`src/rtl/i2ew_pkg.sv`:
```
// Shared types, word codes and the microcode program for the integer-to-words block.
// No dependencies; the sequencer and the decimal converter import it.
`timescale 1ns / 1ps

package i2ew_pkg;

    localparam int BCD_DIGITS = 12;
    localparam int BCD_BITS   = BCD_DIGITS * 4;
    localparam int STEP_W     = 5;
    localparam int GROUPS     = 4;

    localparam logic [4:0] CODE_ZERO      = 5'd0;
    localparam logic [4:0] CODE_TEEN_BASE = 5'd10;
    localparam logic [4:0] CODE_TENS_BASE = 5'd18;
    localparam logic [4:0] CODE_HUNDRED   = 5'd28;
    localparam logic [4:0] CODE_THOUSAND  = 5'd29;
    localparam logic [4:0] CODE_MILLION   = 5'd30;
    localparam logic [4:0] CODE_BILLION   = 5'd31;

    typedef enum logic [2:0] {
        OP_SHIFT,
        OP_ZCHK,
        OP_GCHK,
        OP_EMIT,
        OP_FLUSH
    } op_t;

    typedef enum logic [2:0] {
        K_HDIGIT,
        K_HUNDRED,
        K_TENS,
        K_UNITS,
        K_SCALE
    } kind_t;

    typedef struct packed {
        op_t               op;
        logic [1:0]        grp;
        kind_t             kind;
        logic [STEP_W-1:0] target;
    } ucode_t;

    typedef struct packed {
        logic load;
        logic shift;
    } bcd_ctl_t;

    localparam logic [STEP_W-1:0] STEP_FLUSH = 5'd25;

    function automatic ucode_t ucode_rom(input logic [STEP_W-1:0] addr);
        ucode_t w;
        w = '{op: OP_FLUSH, grp: 2'd0, kind: K_HDIGIT, target: STEP_FLUSH};
        case (addr)
            5'd0:  w = '{op: OP_SHIFT, grp: 2'd0, kind: K_HDIGIT,  target: 5'd0};
            5'd1:  w = '{op: OP_ZCHK,  grp: 2'd0, kind: K_HDIGIT,  target: STEP_FLUSH};
            5'd2:  w = '{op: OP_GCHK,  grp: 2'd0, kind: K_HDIGIT,  target: 5'd8};
            5'd3:  w = '{op: OP_EMIT,  grp: 2'd0, kind: K_HDIGIT,  target: 5'd0};
            5'd4:  w = '{op: OP_EMIT,  grp: 2'd0, kind: K_HUNDRED, target: 5'd0};
            5'd5:  w = '{op: OP_EMIT,  grp: 2'd0, kind: K_TENS,    target: 5'd0};
            5'd6:  w = '{op: OP_EMIT,  grp: 2'd0, kind: K_UNITS,   target: 5'd0};
            5'd7:  w = '{op: OP_EMIT,  grp: 2'd0, kind: K_SCALE,   target: 5'd0};
            5'd8:  w = '{op: OP_GCHK,  grp: 2'd1, kind: K_HDIGIT,  target: 5'd14};
            5'd9:  w = '{op: OP_EMIT,  grp: 2'd1, kind: K_HDIGIT,  target: 5'd0};
            5'd10: w = '{op: OP_EMIT,  grp: 2'd1, kind: K_HUNDRED, target: 5'd0};
            5'd11: w = '{op: OP_EMIT,  grp: 2'd1, kind: K_TENS,    target: 5'd0};
            5'd12: w = '{op: OP_EMIT,  grp: 2'd1, kind: K_UNITS,   target: 5'd0};
            5'd13: w = '{op: OP_EMIT,  grp: 2'd1, kind: K_SCALE,   target: 5'd0};
            5'd14: w = '{op: OP_GCHK,  grp: 2'd2, kind: K_HDIGIT,  target: 5'd20};
            5'd15: w = '{op: OP_EMIT,  grp: 2'd2, kind: K_HDIGIT,  target: 5'd0};
            5'd16: w = '{op: OP_EMIT,  grp: 2'd2, kind: K_HUNDRED, target: 5'd0};
            5'd17: w = '{op: OP_EMIT,  grp: 2'd2, kind: K_TENS,    target: 5'd0};
            5'd18: w = '{op: OP_EMIT,  grp: 2'd2, kind: K_UNITS,   target: 5'd0};
            5'd19: w = '{op: OP_EMIT,  grp: 2'd2, kind: K_SCALE,   target: 5'd0};
            5'd20: w = '{op: OP_GCHK,  grp: 2'd3, kind: K_HDIGIT,  target: STEP_FLUSH};
            5'd21: w = '{op: OP_EMIT,  grp: 2'd3, kind: K_HDIGIT,  target: 5'd0};
            5'd22: w = '{op: OP_EMIT,  grp: 2'd3, kind: K_HUNDRED, target: 5'd0};
            5'd23: w = '{op: OP_EMIT,  grp: 2'd3, kind: K_TENS,    target: 5'd0};
            5'd24: w = '{op: OP_EMIT,  grp: 2'd3, kind: K_UNITS,   target: 5'd0};
            default: w = '{op: OP_FLUSH, grp: 2'd0, kind: K_HDIGIT, target: STEP_FLUSH};
        endcase
        return w;
    endfunction

    function automatic logic [4:0] scale_code(input logic [1:0] grp);
        logic [4:0] c;
        case (grp)
            2'd0:    c = CODE_BILLION;
            2'd1:    c = CODE_MILLION;
            2'd2:    c = CODE_THOUSAND;
            default: c = CODE_ZERO;
        endcase
        return c;
    endfunction

endpackage

```
`src/rtl/i2ew_bcd.sv`:
```
// Bit-serial binary-to-decimal converter (shift and add-3), one input bit per shift.
// Depends on i2ew_pkg for the digit count and control struct.
`timescale 1ns / 1ps

module i2ew_bcd
    import i2ew_pkg::*;
#(
    parameter int VALUE_BITS = 31
)
(
    input  logic                  clk,
    input  logic                  rst_n,
    input  bcd_ctl_t              ctl,
    input  logic [VALUE_BITS-1:0] value,
    output logic [BCD_BITS-1:0]   digits
);

    logic [VALUE_BITS-1:0] bin_reg;
    logic [VALUE_BITS-1:0] bin_next;
    logic [BCD_BITS-1:0]   bcd_reg;
    logic [BCD_BITS-1:0]   bcd_next;
    logic [BCD_BITS-1:0]   adj;

    always_comb
    begin
        for (int i = 0; i < BCD_DIGITS; i++)
        begin
            if (bcd_reg[i*4 +: 4] >= 4'd5)
            begin
                adj[i*4 +: 4] = bcd_reg[i*4 +: 4] + 4'd3;
            end
            else
            begin
                adj[i*4 +: 4] = bcd_reg[i*4 +: 4];
            end
        end
    end

    always_comb
    begin
        bin_next = bin_reg;
        bcd_next = bcd_reg;
        if (ctl.load)
        begin
            bin_next = value;
            bcd_next = '0;
        end
        else if (ctl.shift)
        begin
            bin_next = {bin_reg[VALUE_BITS-2:0], 1'b0};
            bcd_next = {adj[BCD_BITS-2:0], bin_reg[VALUE_BITS-1]};
        end
    end

    always_ff @(posedge clk or negedge rst_n)
    begin
        if (!rst_n)
        begin
            bin_reg <= '0;
            bcd_reg <= '0;
        end
        else
        begin
            bin_reg <= bin_next;
            bcd_reg <= bcd_next;
        end
    end

    assign digits = bcd_reg;

endmodule

```
`src/rtl/integer_to_english_words.sv`:
```
// Top level: spells a non-negative integer as a stream of English word codes.
// Depends on i2ew_pkg (microcode, codes) and i2ew_bcd (decimal conversion).
//
//  channel  | ports                          | handshake
//  ---------+--------------------------------+------------------------------------
//  input    | value                          | taken when start & !busy
//  result   | word_code, last_word           | one cycle, marked by word_strobe
//
// Busy stays high while the bit-serial decimal converter shifts in all VALUE_BITS input bits,
// then for 2 to 25 program steps: an all-zero group costs one check step, a nonzero group
// its check plus every word step, emitting or not. A new item is taken only after busy
// drops. Each word leaves the cycle after the next emitting step, the final one the
// cycle after the flush step, with last_word set.
// Reset clears busy and the strobe. The receiver cannot stall; start is ignored while busy.
`timescale 1ns / 1ps

module integer_to_english_words
    import i2ew_pkg::*;
#(
    parameter int VALUE_BITS = 31
)
(
    input  logic                  clk,
    input  logic                  rst_n,
    input  logic                  start,
    input  logic [VALUE_BITS-1:0] value,
    output logic                  busy,
    output logic                  word_strobe,
    output logic [4:0]            word_code,
    output logic                  last_word
);

    localparam int CNT_W = $clog2(VALUE_BITS + 1);

    logic                busy_reg,     busy_next;
    logic [STEP_W-1:0]   step_reg,     step_next;
    logic [CNT_W-1:0]    cnt_reg,      cnt_next;
    logic                pend_reg,     pend_next;
    logic [4:0]          pend_code_reg, pend_code_next;
    logic                strobe_reg,   strobe_next;
    logic [4:0]          code_reg,     code_next;
    logic                last_reg,     last_next;

    bcd_ctl_t            bcd_ctl;
    logic [BCD_BITS-1:0] digits;
    ucode_t              uw;
    logic [3:0]          dig_h;
    logic [3:0]          dig_t;
    logic [3:0]          dig_u;
    logic                emit_en;
    logic [4:0]          emit_code;

    i2ew_bcd #(
        .VALUE_BITS (VALUE_BITS)
    ) u_bcd (
        .clk    (clk),
        .rst_n  (rst_n),
        .ctl    (bcd_ctl),
        .value  (value),
        .digits (digits)
    );

    assign uw = ucode_rom(step_reg);

    always_comb
    begin
        case (uw.grp)
            2'd0:
            begin
                dig_h = digits[44 +: 4];
                dig_t = digits[40 +: 4];
                dig_u = digits[36 +: 4];
            end
            2'd1:
            begin
                dig_h = digits[32 +: 4];
                dig_t = digits[28 +: 4];
                dig_u = digits[24 +: 4];
            end
            2'd2:
            begin
                dig_h = digits[20 +: 4];
                dig_t = digits[16 +: 4];
                dig_u = digits[12 +: 4];
            end
            default:
            begin
                dig_h = digits[8 +: 4];
                dig_t = digits[4 +: 4];
                dig_u = digits[0 +: 4];
            end
        endcase
    end

    // word selection for one emit step
    always_comb
    begin
        emit_en   = 1'b0;
        emit_code = CODE_ZERO;
        case (uw.kind)
            K_HDIGIT:
            begin
                emit_en   = (dig_h != 4'd0);
                emit_code = {1'b0, dig_h};
            end
            K_HUNDRED:
            begin
                emit_en   = (dig_h != 4'd0);
                emit_code = CODE_HUNDRED;
            end
            K_TENS:
            begin
                if (dig_t == 4'd1)
                begin
                    emit_en   = 1'b1;
                    emit_code = CODE_TEEN_BASE + {1'b0, dig_u};
                end
                else
                begin
                    emit_en   = (dig_t >= 4'd2);
                    emit_code = CODE_TENS_BASE + {1'b0, dig_t};
                end
            end
            K_UNITS:
            begin
                emit_en   = (dig_t != 4'd1) && (dig_u != 4'd0);
                emit_code = {1'b0, dig_u};
            end
            K_SCALE:
            begin
                emit_en   = 1'b1;
                emit_code = scale_code(uw.grp);
            end
            default:
            begin
                emit_en   = 1'b0;
                emit_code = CODE_ZERO;
            end
        endcase
    end

    always_comb
    begin
        busy_next      = busy_reg;
        step_next      = step_reg;
        cnt_next       = cnt_reg;
        pend_next      = pend_reg;
        pend_code_next = pend_code_reg;
        strobe_next    = 1'b0;
        code_next      = code_reg;
        last_next      = last_reg;
        bcd_ctl        = '{load: 1'b0, shift: 1'b0};

        if (!busy_reg)
        begin
            if (start)
            begin
                busy_next    = 1'b1;
                step_next    = '0;
                cnt_next     = CNT_W'(VALUE_BITS);
                pend_next    = 1'b0;
                bcd_ctl.load = 1'b1;
            end
        end
        else
        begin
            case (uw.op)
                OP_SHIFT:
                begin
                    bcd_ctl.shift = 1'b1;
                    cnt_next      = cnt_reg - 1'b1;
                    if (cnt_reg == CNT_W'(1))
                    begin
                        step_next = step_reg + 1'b1;
                    end
                end
                OP_ZCHK:
                begin
                    if (digits == '0)
                    begin
                        pend_next      = 1'b1;
                        pend_code_next = CODE_ZERO;
                        step_next      = uw.target;
                    end
                    else
                    begin
                        step_next = step_reg + 1'b1;
                    end
                end
                OP_GCHK:
                begin
                    if (dig_h == 4'd0 && dig_t == 4'd0 && dig_u == 4'd0)
                    begin
                        step_next = uw.target;
                    end
                    else
                    begin
                        step_next = step_reg + 1'b1;
                    end
                end
                OP_EMIT:
                begin
                    // hold one word back so the final one can be flagged
                    if (emit_en)
                    begin
                        strobe_next    = pend_reg;
                        code_next      = pend_code_reg;
                        last_next      = 1'b0;
                        pend_next      = 1'b1;
                        pend_code_next = emit_code;
                    end
                    step_next = step_reg + 1'b1;
                end
                OP_FLUSH:
                begin
                    strobe_next = pend_reg;
                    code_next   = pend_code_reg;
                    last_next   = 1'b1;
                    pend_next   = 1'b0;
                    busy_next   = 1'b0;
                end
                default:
                begin
                    busy_next = 1'b0;
                end
            endcase
        end
    end

    always_ff @(posedge clk or negedge rst_n)
    begin
        if (!rst_n)
        begin
            busy_reg   <= 1'b0;
            step_reg   <= '0;
            cnt_reg    <= '0;
            pend_reg   <= 1'b0;
            strobe_reg <= 1'b0;
        end
        else
        begin
            busy_reg   <= busy_next;
            step_reg   <= step_next;
            cnt_reg    <= cnt_next;
            pend_reg   <= pend_next;
            strobe_reg <= strobe_next;
        end
    end

    always_ff @(posedge clk)
    begin
        pend_code_reg <= pend_code_next;
        code_reg      <= code_next;
        last_reg      <= last_next;
    end

    assign busy        = busy_reg;
    assign word_strobe = strobe_reg;
    assign word_code   = code_reg;
    assign last_word   = last_reg;

endmodule

```
`config.mk`:
```
export PLATFORM = sky130hd
export DESIGN_NAME = integer_to_english_words
export DESIGN_NICKNAME = d
export VERILOG_FILES = /design/src/rtl/i2ew_pkg.sv /design/src/rtl/i2ew_bcd.sv /design/src/rtl/integer_to_english_words.sv
export SDC_FILE = /design/constraint.sdc
export NUM_CORES = 1
export LEC_CHECK = 0
export BUFFER_PORTS_ARGS = -buffer_cell sky130_fd_sc_hd__buf_2
export CAP_MARGIN = 10
export CORE_UTILIZATION = 55
export DETAILED_ROUTE_END_ITERATION = 12
export PLACE_DENSITY = 0.73
export SLEW_MARGIN = 5
export SYNTH_ARGS = -nofsm -noshare
export SYNTH_HDL_FRONTEND = slang
export SYNTH_HIERARCHICAL = 1
export SYNTH_SLANG_ARGS = --single-unit
```
`constraint.sdc`:
```
create_clock -name clk -period 6.8 [get_ports clk]
set_input_delay 1.02 -clock clk [delete_from_list [all_inputs] [get_ports clk]]
set_output_delay 1.02 -clock clk [all_outputs]
set_load 0.005 [all_outputs]
```
# Word level (Yosys, flattened, before mapping)

Memory sizes are Yosys's and may differ from the RTL's.
Cells that the tools add are included.
Widths: inputs -> output; s select.

Bits in latches: 0
Bits in writable memories: 0
Logic and storage cells: 138
Memories: 1
ROM bits: 416
Input port bits: 34
Bits in registers: 103
Output and inout bits: 8

Div/mod/pow operators: 0
Muxes and demuxes: 54
Equality and inequality tests: 21
Shifts and indexed selects: 0
Reductions and logical operators: 23
Bitwise logic cells: 0
Order comparisons: 13
Add/subtract/negate cells: 16
Multiply operators: 0

Memory list:

| name             | words | width | rd ports | clocked after Yosys merged registers in | wr ports | RTL line       | RTL |
|---|---|---|---|---|---|---|---|
| (name not given) | 32    | 13    | 1        | 0                                       | 0        | i2ew_pkg.sv:53 | `case (addr)` |

Operators with widths:

| kind                | count |
|---|---|
| $mux 48             | 2 |
| $mux 31             | 2 |
| $mux 5              | 12 |
| $ge 4x3->1 const B  | 12 |
| $logic_not 48->1    | 1 |
| $add 4x2->4 const B | 11 |
| $mux 4              | 11 |
| $pmux 4 s3          | 3 |
| $pmux 5 s5          | 1 |
| $pmux 5 s2          | 2 |
| $pmux 5 s4          | 1 |
| $pmux 5 s3          | 1 |
| $mux 1              | 14 |
| $eq 3x2->1 const B  | 4 |
| $logic_not 4->1     | 3 |
| $ne 3x3->1 const B  | 3 |
| $ne 4x1->1 const B  | 2 |
| $reduce_and 4->1    | 2 |
| $reduce_bool 2->1   | 4 |
| $reduce_bool 4->1   | 2 |
| $eq 3x1->1 const B  | 2 |
| $eq 3x3->1 const B  | 2 |
| $logic_not 3->1     | 2 |
| $reduce_and 3->1    | 2 |
| other kinds (22)    | 26 |

# Logic depth before layout (Yosys ltp)

An unclocked memory read counts as a cell.

Depth after elaboration: 9
Depth in mapped cells: 13
Mapped depth without buffers: 12

# Hierarchy

Netlist, hierarchy kept.

By module, submodules not included:

| module                   | seq. area each (sq um) | cells an instance | area each (sq um) | times used |
|---|---|---|---|---|
| i2ew_bcd                 | 1976.9                 | 469               | 4498.1            | 1 |
| integer_to_english_words | 655.6                  | 376               | 3021.6            | 1 |

# Worst setup path after synthesis

OpenSTA, ideal clock, no wires.

Path type: reg2reg
Start: reg step_reg[0]
End: reg pend_code_reg[0] (enable)
Required time: 6.504 ns
Setup time: 0.296 ns
Arrival time: 2.501 ns
Setup slack: 4.003 ns
Cell stages (with the launch flop): 13
Buffers on the path: 3
Clock period less this slack: 2.797 ns
Path through: dfrtp_1 inv_1 ha_1 buf_2 nor2b_4 buf_6 o31ai_1 a41oi_2 a211oi_2 buf_2 a32oi_1 o211ai_2 nand3_1

Word-level cells in the longest chain between the ends: 8
Elaborated cells between the ends (all ways): 27
Those cells by class: order compare (1); eq/ne (12); mux (5); reduce/logical (8); memory (1)

RTL lines:

| item                                               | RTL line                                                         | RTL |
|---|---|---|
| start, declared                                    | integer_to_english_words.sv:36                                   | `logic [STEP_W-1:0] step_reg, step_next;` |
| start signal, assigned                             | integer_to_english_words.sv:243                                  | `step_reg <= step_next;` |
| $mem_v2 32x13 (*)                                  | --                                                               |  |
| $eq 2x2->1, or another cell as far along           | integer_to_english_words.sv:67                                   | `case (uw.grp)` |
| $pmux 4 s3                                         | integer_to_english_words.sv:67                                   |  |
| $ge 4x2->1, or another cell as far along           | integer_to_english_words.sv:120                                  | `emit_en = (dig_t >= 4'd2);` |
| $mux 1 / $logic_and 1x1->1 (equally long branches) | integer_to_english_words.sv:113, integer_to_english_words.sv:126 |  |
| $pmux 1 s4                                         | integer_to_english_words.sv:100                                  | `case (uw.kind)` |
| $ne 2x2->1 (no line)                               | --                                                               |  |
| $reduce_and 4->1 (no line) (*)                     | --                                                               |  |
| end signal, assigned                               | integer_to_english_words.sv:252                                  | `pend_code_reg <= pend_code_next;` |
| end, declared                                      | integer_to_english_words.sv:39                                   | `logic [4:0] pend_code_reg, pend_code_next;` |

Every way passes the cells marked *; elsewhere a longest branch is shown, timed or not.
A chain may end at the register's enable or synchronous reset.

# Worst setup path in the final report

Start: reg step_reg[1]
End: reg pend_code_reg[3] (enable)

Same word-level chain as after synthesis.

==> metrics.txt <==
status=completed; detailed-route DRC error count=0; CP peak stage delay=a little over 0.6 ns; EDFF count, synth=11; PortBufs=41; Synth cell types=approximately 80; Critical Path RT=6.85 ns; total negative slack=0 ns; fraction of registers with async set/reset=0.893; Starting Density=0.566; die area=0.0141 mm2; Largest register FFs=48; worst-path maximum fanout=19; GR Util All Layers=0.291; vias in the first global route=6461; DP HPWL=14.0 mm; row count=42; Setup CP Type=reg2reg; Finished Cell Area=~0.008 mm2; max-cap violations=0; share of the synthesized area in the top cell type=0.306; layout cells sized above 1=0.104; Die Ht=119 um; drt wl/cell=19.3 um; CTS root buf=clkbuf_16; cells resized by post-CTS repair=0; Synth Net Count=~900; Worst slew margin=0.408; DRT Pass-1 Iters=6; Largest delay share family, worst path=simple AND/OR/NAND/NOR gates; Worst Path Arrival=3.96 ns; first-pass GRT wire length=about 33 mm; clock sinks=103; ANT nets after route=0; fmax=256 MHz; fin util=0.601; total core area=roughly 0.013 mm2; peak supply drop=0.000248 V; Max Root-Sink Buffers=2; Syn. warnings=6; H-Tree Depth=3; area post-placement=0.00766 mm2; critical path, cell by cell=inv_1 > ha_1 > nand4b_2 > and2_1 > or2_2 > a211oi_2 > a32oi_1 > o211ai_2 > nand3_1; Crit-path slowest cell=a211oi_2; DR vias=6661; Worst-Margin Slew=0.876 ns; static leakage=3.12 nW; Period Utilization, post-route=0.574; Setup crit start kind=flop; ANT cells=0; Placed Cells incl. Taps=between 1000 and 1500; Slew Limit Fails=0; Worst Setup End Kind=flop; most common flop cell mapped by yosys=dfrtp_1; WL final=between 15 and 20 mm; Mapped Area=0.00752 mm2; final critical-path required period=3.90 ns; DR vias/cell=6.48; Area contributors post-synth=dfrtp_1 31%, ha_1 6.0%, o21ai_0 5.0%; DR iter-0 viols=681; cts bufs inserted=9; CTS clk-pin slew, worst paths=0.07 ns; r2r setup slk=2.90 ns; Placer Congestion=0.930; Die Width=between 100 and 150 um; Synth area leader=dfrtp_1; # Post-CTS Setup Buffers=0; I/O pins=42; final setup fails=0; Hold Vio Cnt, Final=0; worst clock skew=0.00668 ns; worst min path class=reg2reg; Bufs and invs on worst path=1; total power=0.00387 W; Clk Latency, worst-skew pair=between 0.3 and 0.4 ns; syn avg cell area=8.90 um2; initial antenna violation count=0; Nets=918; Cells after Synth=845; post-synthesis sequential area ratio=0.350; total grt overflow=0; pwr dens=484 mW/mm2; cts hold-fix bufs=0; CTS tree=done; Non-Filler Instances=1028; P&R area growth vs syn=6.21%; largest net degree at the start of global routing=81; Seq cells post-synth=~100; RSZ-0062 raised after global routing=false
[worst register-to-register path: cells and delay by family, from the launching register on]
| kind | cells | cell delay (ns) |
|---|---|---|
| buffers and inverters | 1 | 0.23 |
| and+or+nand+nor | 4 | 1.25 |
| DFF | 1 | 0.60 |
| adders and majority gates | 1 | 0.49 |
| AOI/OAI and AO/OA | 3 | 1.04 |
[placed cells by master (no fill, tap or decap), types with 8 or more instances in the layout]
cell type	count
a22oi_1	10
xor2_1	11
dfrtp_1	92
nor2_1	20
edfxtp_1	11
buf_2	40
nand2_1	76
and4b_1	8
o21ai_0	75
a21oi_1	55
nor4_1	13
or4b_1	10
or3_1	10
buf_4	9
nor3_1	10
ha_1	36
clkbuf_16	9
o21a_1	15
nand4_1	8
a31oi_1	13
nand3_1	42
nor2b_1	14
nand2b_1	18
o31ai_1	23
inv_1	40
mux2i_1	33
and3_1	8
nand4b_1	10
[final cells by class]
class	count	area, um2
Clock inverter	4	77.6
Multi-Input combinational cell	642	4370
Inverter	43	163
Clock buffer	11	253
Timing Repair Buffer	49	268
Tap cell	176	220
Sequential cell	103	2630
Fill cell	1186	5310
[cell usage after synthesis (4+ instances only)]
cell type / count
o21ai_1: 7
o311ai_0: 7
nor4_1: 13
a21oi_1: 55
nor2b_1: 14
o211ai_1: 4
nand2b_1: 18
nand2_1: 76
buf_2: 28
and3_1: 8
or4b_1: 10
a31oi_1: 13
ha_1: 36
o21a_1: 15
a21boi_1: 4
o21ai_0: 75
nand4_1: 8
nor2_1: 20
or2_0: 6
xor2_1: 11
nand4b_1: 10
o31ai_1: 23
or3_1: 10
clkbuf_1: 10
and4b_1: 8
inv_1: 41
buf_4: 5
nor3_1: 10
and2_1: 7
o22ai_1: 4
a22oi_1: 10
buf_6: 12
a211oi_1: 6
o311ai_1: 7
nand3_1: 42
edfxtp_1: 11
mux2i_1: 33
a41oi_1: 7
nand3b_1: 6
dfrtp_1: 92
[power breakdown]
group | leakage, nW | switching, W | internal (W)
sequential | 1.27 | 0.000321 | 0.000902
combinational | 1.68 | 0.00127 | 0.000800
clock | 0.162 | 0.000234 | 0.000343
[logic make-up (layout without fill, tap and decap cells)]
group / after synthesis / in the layout / synth area share
AND/OR/NAND/NOR: 280 / 280 / 0.211
AO/OA/AOI/OAI: 273 / 273 / 0.240
flip-flops: 103 / 103 / 0.350
buffers and inverters: 100 / 107 / 0.0691
multiplexers: 38 / 38 / 0.0519
adder cells (fa/ha/maj): 37 / 37 / 0.0612
XOR/XNOR: 14 / 14 / 0.0163
[metrics by stage]
step / setup slack [ns] / hold WS (ns)
finish: 2.90 / 0.422
global route: 2.55 / 0.439
floorplan: 4.00 / 0.400
detailed placement: 3.00 / 0.408
CTS: 2.98 / 0.424
global placement: 3.17 / 0.404
[metal layers]
layer,share of wire,vias to the layer above,global-route usage
li1,-,3151,-
met1,0.43,3192,0.368
met2,0.48,270,0.489
met3,0.057,48,0.0412
met4,0.033,0,0.139
met5,0,-,0
[final timing paths]
| path | start | to | depth (start not counted) |
|---|---|---|---|
| min reg2reg | pend_code_reg[0] | word_code[0] | 0 |
| min | pend_code_reg[0] | word_code[0] | 0 |
| max reg2reg | step_reg[1] | pend_code_reg[3] | 9 |
| max in group asynchronous | rst_n | u_bcd/bin_reg[1] | 2 |
| max | step_reg[1] | pend_code_reg[3] | 9 |
| min in group asynchronous | rst_n | step_reg[4] | 1 |
No activity file was read; power rests on OpenSTA's default activity.
